File: src/sdpf_pkg.sv
// Shared constants and types of the soft-disk pair force pipeline.
package sdpf_pkg;

  localparam int FRAC_BITS  = 16;
  localparam int CW         = 32;
  localparam int QW         = CW + FRAC_BITS;
  localparam int UW         = CW + FRAC_BITS + 1;
  localparam int FIFO_DEPTH = 4;

  localparam logic [1:0] REG_BOX_X    = 2'd0;
  localparam logic [1:0] REG_BOX_Y    = 2'd1;
  localparam logic [1:0] REG_DIAMETER = 2'd2;
  localparam logic [1:0] REG_STRENGTH = 2'd3;

  localparam logic [CW-1:0] BOX_RESET = CW'(100 << FRAC_BITS);
  localparam logic [CW-1:0] ONE_FIX   = CW'(1 << FRAC_BITS);

  typedef struct packed {
    logic [CW-1:0] box_len_x;
    logic [CW-1:0] box_len_y;
    logic [CW-1:0] diameter;
    logic [CW-1:0] strength;
  } cfg_t;

  typedef struct packed {
    logic [CW-1:0] ax;
    logic [CW-1:0] ay;
    logic          nx;
    logic          ny;
    logic          hit;
  } side_t;

  typedef struct packed {
    side_t           side;
    logic [2*CW-1:0] r2;
  } pair_t;

endpackage

File: src/sdpf_fifo.sv
// Short queue between the front end and the force back end.
module sdpf_fifo (
  input  logic            clk_i,
  input  logic            rst_ni,
  input  logic            push_i,
  input  sdpf_pkg::pair_t din_i,
  input  logic            pop_i,
  output sdpf_pkg::pair_t dout_o,
  output logic            full_o,
  output logic            empty_o
);
  import sdpf_pkg::*;

  localparam int PW = $clog2(FIFO_DEPTH);

  pair_t         mem_q [FIFO_DEPTH];
  logic [PW-1:0] wr_q, rd_q;
  logic [PW:0]   cnt_q;

  assign full_o  = cnt_q == (PW+1)'(FIFO_DEPTH);
  assign empty_o = cnt_q == '0;
  assign dout_o  = mem_q[rd_q];

  always_ff @(posedge clk_i or negedge rst_ni) begin
    if (!rst_ni) begin
      wr_q  <= '0;
      rd_q  <= '0;
      cnt_q <= '0;
    end else begin
      if (push_i) wr_q <= wr_q + 1'b1;
      if (pop_i) rd_q <= rd_q + 1'b1;
      cnt_q <= cnt_q + (PW+1)'(push_i) - (PW+1)'(pop_i);
    end
  end

  always_ff @(posedge clk_i) begin
    if (push_i) mem_q[wr_q] <= din_i;
  end

  a_no_overflow: assert property (@(posedge clk_i) disable iff (!rst_ni) push_i |-> !full_o)
    else $error("push into full queue");
  a_no_underflow: assert property (@(posedge clk_i) disable iff (!rst_ni) pop_i |-> !empty_o)
    else $error("pop from empty queue");
  a_count: assert property (@(posedge clk_i) disable iff (!rst_ni)
    1'b1 |=> cnt_q == $past(cnt_q) + (PW+1)'($past(push_i)) - (PW+1)'($past(pop_i)))
    else $error("queue count mismatch");

endmodule

File: config.mk
export PLATFORM = sky130hd
export DESIGN_NAME = sdpf_fifo
export DESIGN_NICKNAME = d
export VERILOG_FILES = /design/src/sdpf_pkg.sv /design/src/sdpf_fifo.sv
export SDC_FILE = /design/constraint.sdc
export NUM_CORES = 1
export LEC_CHECK = 0
export BUFFER_PORTS_ARGS = -buffer_cell sky130_fd_sc_hd__buf_2
export CAP_MARGIN = 20
export CORE_ASPECT_RATIO = 0.8
export CORE_MARGIN = 1.5
export CORE_UTILIZATION = 55
export DETAILED_ROUTE_END_ITERATION = 12
export HOLD_SLACK_MARGIN = 0.03
export PLACE_DENSITY = 0.83
export SYNTH_ARGS = -nofsm -noshare
export SYNTH_HDL_FRONTEND = slang
export SYNTH_SLANG_ARGS = --single-unit
File: constraint.sdc
create_clock -name clk_i -period 5.12 [get_ports clk_i]
set_input_delay 1.024 -clock clk_i [delete_from_list [all_inputs] [get_ports clk_i]]
set_output_delay 1.024 -clock clk_i [all_outputs]
set_load 0.01 [all_outputs]
# Word-level counts from Yosys, hierarchy flattened
# Memory sizes are Yosys's and may differ from the RTL's.
# Cells that the tools add are included.
# word_totals
elab_cells	12
input_bits	135
out_inout_bits	133
n_memories	1
reg_bits	7
ramBits	524
# classes
reduce_logical	1
n_addsub	4
mux	2
eq_ne	1
# mem_list
memory	words	width	rd	rd_clocked_by_memory_dff	write_ports	line_no	text
mem_q	4	131	1	0	1	sdpf_fifo.sv:16	pair_t mem_q [FIFO_DEPTH];
# op_table
operator	n
$add A2 B1 Y2 const B	2
$add A3 B1 Y3	1
$eq A3 B3 Y1 const B	1
$logic_not A3 Y1	1
$sub A3 B1 Y3	1
$mux W1	2

# Logic depth before layout (Yosys ltp)
# Gate-level depths: netlist of the first run.
# depth
word_depth	2
mapped_depth	7

# Worst setup path after synthesis of the first run
# OpenSTA, ideal clock, no wires.
# synth_timing
path_kind	input -> register
start	input push_i
end	memory mem_q[0][0] (netlist bit), enable pin
setup_slack_ns	0.591
path_stages	1
t_required_ns	4.615
path_buffers	0
setup_ns	0.505
arrival_ns	4.024
path_cell_list	and2_1
# synth_between
elab_chain_len	2
# synth_rtl
element	line_no	text
start: declaration	sdpf_fifo.sv:5	input logic push_i,
$mux W1	sdpf_fifo.sv:37	if (push_i) mem_q[wr_q] <= din_i;
$mux W1 (implied by the code)	sdpf_fifo.sv:37	
end: declaration	sdpf_fifo.sv:16	
# Every way passes these cells.

==> results of run 1 <==
## power by group through the flow
stage / Sequential, W / Clock (W) / Combinational (W)
after global routing: 0.00612 / 0.00356 / 0.00385
after detailed placement: 0.00614 / 0 / 0.00363
final: 0.00604 / 0.00332 / 0.00358
after global placement: 0.00607 / 0 / 0.00359
after floorplan: 0.00598 / 0 / 0.00250
after CTS: 0.00606 / 0.00340 / 0.00366
## sequential cells by signal (all words and copies together), names as in the netlist
register / flops
wr_q: 2
rd_q: 2
cnt_q: 3
mem_q: 524
## worst max-delay path, delay by kind of cell (launching register included)
kind | cells | cell delay, ns
flip-flops | 1 | 0.93
buffers and inverters | 2 | 0.62
multiplexers | 1 | 0.59
## stage by stage
| stage | power [W] | hold WS, ns | setup slack [ns] | instances | util |
|---|---|---|---|---|---|
| after floorplan | 0.00848 | 0.491 | 0.591 | 719 | - |
| after global placement | 0.00966 | 0.519 | 1.87 | 1441 | 0.611 |
| after detailed placement | 0.00977 | 0.534 | 1.83 | 1441 | 0.611 |
| after CTS | 0.0131 | 0.283 | 1.21 | 1529 | 0.653 |
| after global routing | 0.0135 | 0.294 | 1.12 | 1529 | 0.653 |
| final | 0.0129 | 0.314 | 1.34 | 1530 | 0.654 |
## cell type report
cell class	instances	area share
sequential	531	0.703
multi-input combinational	152	0.139
timing repair buffer	280	0.0666
clock buffer	61	0.0561
tap	472	0.0261
clock inverter	27	0.00818
inverter	6	0.000994
antenna	1	0.000110
## worst max-delay path by stage
stage	start	end	slack (ns)	cells past startpoint
4_1_cts	rd_q[0]	dout_o[31]	1.21	3
5_1_grt	rd_q[0]	dout_o[31]	1.12	3
2_1_floorplan	push_i	mem_q[0][0]	0.59	1
3_3_place_gp	rd_q[0]	dout_o[23]	1.87	3
3_5_place_dp	rd_q[0]	dout_o[31]	1.83	3
6_report	rd_q[0]	dout_o[31]	1.34	3
## routing by layer
layer,share of wire,global-route usage,vias up,wire length (um)
li1,-,-,3716,-
met1,0.41,0.265,4519,14600
met2,0.49,0.330,287,17700
met3,0.079,0.0620,64,2830
met4,0.017,0.0527,10,620
met5,0.0018,0,-,64
## cell usage after synthesis
master      n  share of area
and3_1      1        0.00032
edfxtp_1  524           0.82
and2_1      4         0.0013
xor2_1      2        0.00091
o21ai_0     1        0.00026
buf_2      16         0.0042
xnor2_1     3         0.0014
buf_4       1        0.00039
nor3_1      1        0.00026
nand2_1     2        0.00039
mux4_2    131           0.15
dfrtp_1     7         0.0091
ha_1        6         0.0039
inv_1       6         0.0012
clkbuf_1    4        0.00078
buf_6       9         0.0053
fa_1        1         0.0010
## logic make-up after synthesis
logic type      count (synthesis)
flops                         531
mux                           131
buf+inv                        36
simple gates                    8
fa+ha+maj                       7
xor+xnor                        5
compound gates                  1
==> flow_summary.yaml, run 1 <==
outcome:
  status: "completed"
routing:
  routed-via-count: 8596
  ant_nets: 0
  drc_errors: 0
  vias_per_cell: 5.62
  drt_pass1_iterations: 7
  wl_um: 35800
  drtIter0Drc: 643
  wl_per_cell_um: 23.4
power:
  cellPowerDensity_nw_per_um2: 571
  ir_drop_mv: 0.408
  power.leakage_nw: 7.71
  p_switching_w: 0.00371
  power_frac_comb: 0.276
  p_int_w: 0.00922
  switching_share: 0.287
  p_clk_frac: 0.257
  seq_power_share: 0.467
logic_synthesis:
  avgSynthCellArea_um2: 26.8
  synth_mux_area_frac: 0.153
  synth.cell_area_um2: 19300
  synth_fa_ha_area_frac: 0.00493
  synth-seq-area-share: 0.825
  synth_top_family_by_area: "multiplexers"
  synthXorXnorAreaFrac: 0.00227
  synth_seq_cells: 531
  yosysWarnings: 0
  netlist_instances: 719
  synth-compound-area-share: 0.000260
  ys_types: 17
  synth_fp_nets: 861
  synth-simple-area-share: 0.00227
timing:
  finalMaxSlewViolations: 0
  finalSetupViolations: 0
  fin_skew_ns: 0.0138
  tightest_slew_ns: 0.985
  grt_setup_unrepaired: "false"
  tns_ns: 0
  hold_viol: 0
  max_freq_mhz: 264
  layout_min_cycle_time_ns: 3.78
  post-route-period-util: 0.739
  slew_headroom: 0.343
clock_network:
  worstSkewPairLatency_ns: 0.56
  cts_buffers: 48
  numClockSinks: 531
  clk_path_buf_depth: 3
  hold_buffers: 0
  htree_num_levels: 2
  cts_tree: "done"
  post-cts-setup-buffers: 0
  clk_pin_slew_ns: 0.06
  ctsResizeCount: 0
  root_buffer: "clkbuf_16"
floorplan:
  die_area_um2: 36200
  num_rows: 61
  coreArea_um2: 34700
  die_h_um: 170
  fp.dieW_um: 212
  io_pins: 268
  start_util: 0.556
job:
  max-cap-violations: 0
layout:
  areaGrowthSynthToFinish_pct: 17.5
  multiInputGateArea_um2: 3150
  layout_common_cells: "edfxtp_1 (524), buf_2 (267), mux4_2 (131)"
  drive_gt1_frac: 0.455
  stdcell_area_um2: 22600
  fillers: 2225
  final_common_cell: "edfxtp_1"
  nets: 1161
  regArea_um2: 15900
worst_setup_path:
  cp_max_fo: 53
  required_ns: 4.10
  arrival_ns: 2.76
  end_kind: "output port"
  critPathLaunchType: "flop"
  worstSetupPathType: "flop to output port"
  cpMaxStageDelayCell: "dfrtp_4"
  crit_chain: "buf_12 > mux4_2 > buf_2"
  rr_worst_depth: 4
  r2r_start: "wr_q[0]"
  regToRegSetupSlack_ns: 2.80
  r2r-end: "mem_q[0][16]"
  cpPeakStageDelay_ns: 0.93
placement:
  dpl_cell_area_um2: 21200
  hpwl_um: 21200
  numPortBuffers: 267
  place.gp.congestion: 0.714
grt:
  grt_pass1_wl_um: 53400
  grt.total_usage: 0.201
  grt_max_degree: 60
  antenna_found_initial: 7
  grt_pass1_vias: 9093
  grt_overflow: 0
min_path:
  hold_class: "input port to asynchronous set/reset pin"
Note: power is estimated with default switching activity, not from simulation.
==> run 2: changes to the inputs <==
==> constraint.sdc (replaced) <==
create_clock -name clk_i -period 3.6 [get_ports clk_i]
set_input_delay 0.72 -clock clk_i [delete_from_list [all_inputs] [get_ports clk_i]]
set_output_delay 0.72 -clock clk_i [all_outputs]
set_load 0.01 [all_outputs]
==> run 2 against run 1 <==
  * Power up 44%
  * Wire length up 2.1%
  * Sequential power up 40%
  * Critical path depth unchanged
  * First-iteration DRC count down 3.4%
  * Clock power up 46%
  * Largest cell class unchanged
  * Highest routed layer unchanged
  * Worst hold slack better by 0.064 ns
==> flow_summary.yaml, run 2 (synthesized netlist as in run 1, its figures left out) <==
layout:
  drive_gt1_frac: 0.465
  reg_top3: "mem_q x524, cnt_q x3"
  final_common_cell: "edfxtp_1"
  regMostFlops: "mem_q"
  areaGrowthSynthToFinish_pct: 18.4
  largest_register_ff_count: 524
  layout_common_cells: "edfxtp_1 (524), buf_2 (267), mux4_2 (131)"
  nets: 1166
  finalNonFillerCells: 1542
  utilization: 0.659
outcome:
  status: "completed"
timing:
  post-route-period-util: 0.858
  max_freq_mhz: 324
  finalSetupViolations: 0
  grt_setup_unrepaired: "false"
  hold-worst-slack_ns: 0.378
  fin_skew_ns: 0.00917
  hold_viol: 0
  slew_headroom: 0.503
  finalMaxSlewViolations: 0
  tns_ns: 0
  layout_min_cycle_time_ns: 3.09
  tightest_slew_ns: 0.746
routing:
  routed-via-count: 8685
  drtIter0Drc: 621
  wl_um: 36600
  wl_per_cell_um: 23.7
  ant_nets: 0
  drt_pass1_iterations: 4
  drc_errors: 0
  vias_per_cell: 5.63
clock_network:
  numClockSinks: 531
  clk_pin_slew_ns: 0.06
  clk_path_buf_depth: 3
  root_buffer: "clkbuf_16"
  htree_num_levels: 2
  cts_tree: "done"
  cts_buffers: 49
  worstSkewPairLatency_ns: 0.55
placement:
  place.gp.congestion: 0.742
  dp_cells: 1444
  numPortBuffers: 267
  hpwl_um: 21900
min_path:
  worstHoldStart: "din_i[23]"
  hold_class: "input port to flop"
worst_setup_path:
  end_kind: "output port"
  arrival_ns: 2.37
  worstSetupPathType: "flop to output port"
  r2r_start: "wr_q[0]"
  cp-startpoint: "rd_q[1]"
  critPathLaunchType: "flop"
  required_ns: 2.88
  cp_max_fo: 45
power:
  ir_drop_mv: 0.525
  power.leakage_nw: 7.78
  p_switching_w: 0.00538
  p_int_w: 0.0133
  power_frac_comb: 0.286
  switching_share: 0.288
  seq_power_share: 0.454
  p_clk_frac: 0.260
  cellPowerDensity_nw_per_um2: 817
floorplan:
  coreArea_um2: 34700
  die_area_um2: 36200
  start_util: 0.556
  die_h_um: 170
  io_pins: 268
  num_rows: 61
  fp.dieW_um: 212
grt:
  antenna_found_initial: 11
  grt_overflow: 0
  grt.total_usage: 0.204
  grt_pass1_vias: 9192
  grt_pass1_wl_um: 54100
  grt_max_degree: 61
job:
  max-cap-violations: 0
[run 2: cell types whose count changed in the layout (fill, tap and decap cells not counted), sizes merged]
| cell | previous run | this run |
|---|---|---|
| diode | 1 | 8 |
| clkbuf | 61 | 55 |
| clkinvlp | 0 | 4 |
| buf | 280 | 283 |
| clkinv | 23 | 25 |
| bufinv | 2 | 3 |
| dlygate4sd3 | 0 | 1 |
[run 2: routing by layer]
layer	GRT usage	routed length (um)	part of all wire	vias up
li1	-	-	-	3734
met3	0.0578	3050	0.083	65
met5	0	37	0.0010	-
met2	0.342	18600	0.51	320
met4	0.0614	762	0.021	6
met1	0.263	14100	0.39	4560
[run 2: per-stage QoR]
step                setup WS, ns  total power [W]  instance area [um2]
floorplan                  0.812           0.0120                19300
global placement            1.07           0.0139                21300
detailed placement          1.07           0.0140                21300
CTS                        0.462           0.0189                22800
global route               0.409           0.0195                22800
finish                     0.512           0.0187                22800
[run 2: area by class of cell]
type / count / area (um2)
sequential: 531 / 15900
fill: 2230 / 11800
multi-input combinational: 152 / 3150
timing repair buffer: 284 / 1630
clock buffer: 55 / 1250
tap: 472 / 591
clock inverter: 34 / 251
inverter: 6 / 22.5
antenna: 8 / 20.0
[run 2: final timing paths]
check | end | slack (ns) | cells after the start
max | dout_o[37] | 0.51 | 3
min reg2reg | wr_q[0] | 0.54 | 1
max reg2reg | mem_q[2][130] | 1.60 | 4
max in group asynchronous | rd_q[0] | 2.86 | 2
min in group asynchronous | cnt_q[1] | 0.54 | 2
min | mem_q[0][23] | 0.38 | 1
[run 2: worst max-delay path: stages (launching register included)]
cell	delay, ns
dfrtp_4	0.91
buf_12	0.33
mux4_2	0.36
buf_2	0.17
[run 2: repair_timing]
item	CTS	global route
hold buffers	1	0
buffers inserted	0	0
hold endpoints to repair	7	0
resized for setup	0	0
[run 2: power by group through the flow]
stage / combinational [W] / sequential (W) / clock [W]
4_1_cts: 0.00546 / 0.00849 / 0.00494
3_5_place_dp: 0.00543 / 0.00860 / 0
5_1_grt: 0.00574 / 0.00856 / 0.00519
6_report: 0.00534 / 0.00847 / 0.00484
3_3_place_gp: 0.00535 / 0.00851 / 0
2_1_floorplan: 0.00356 / 0.00841 / 0
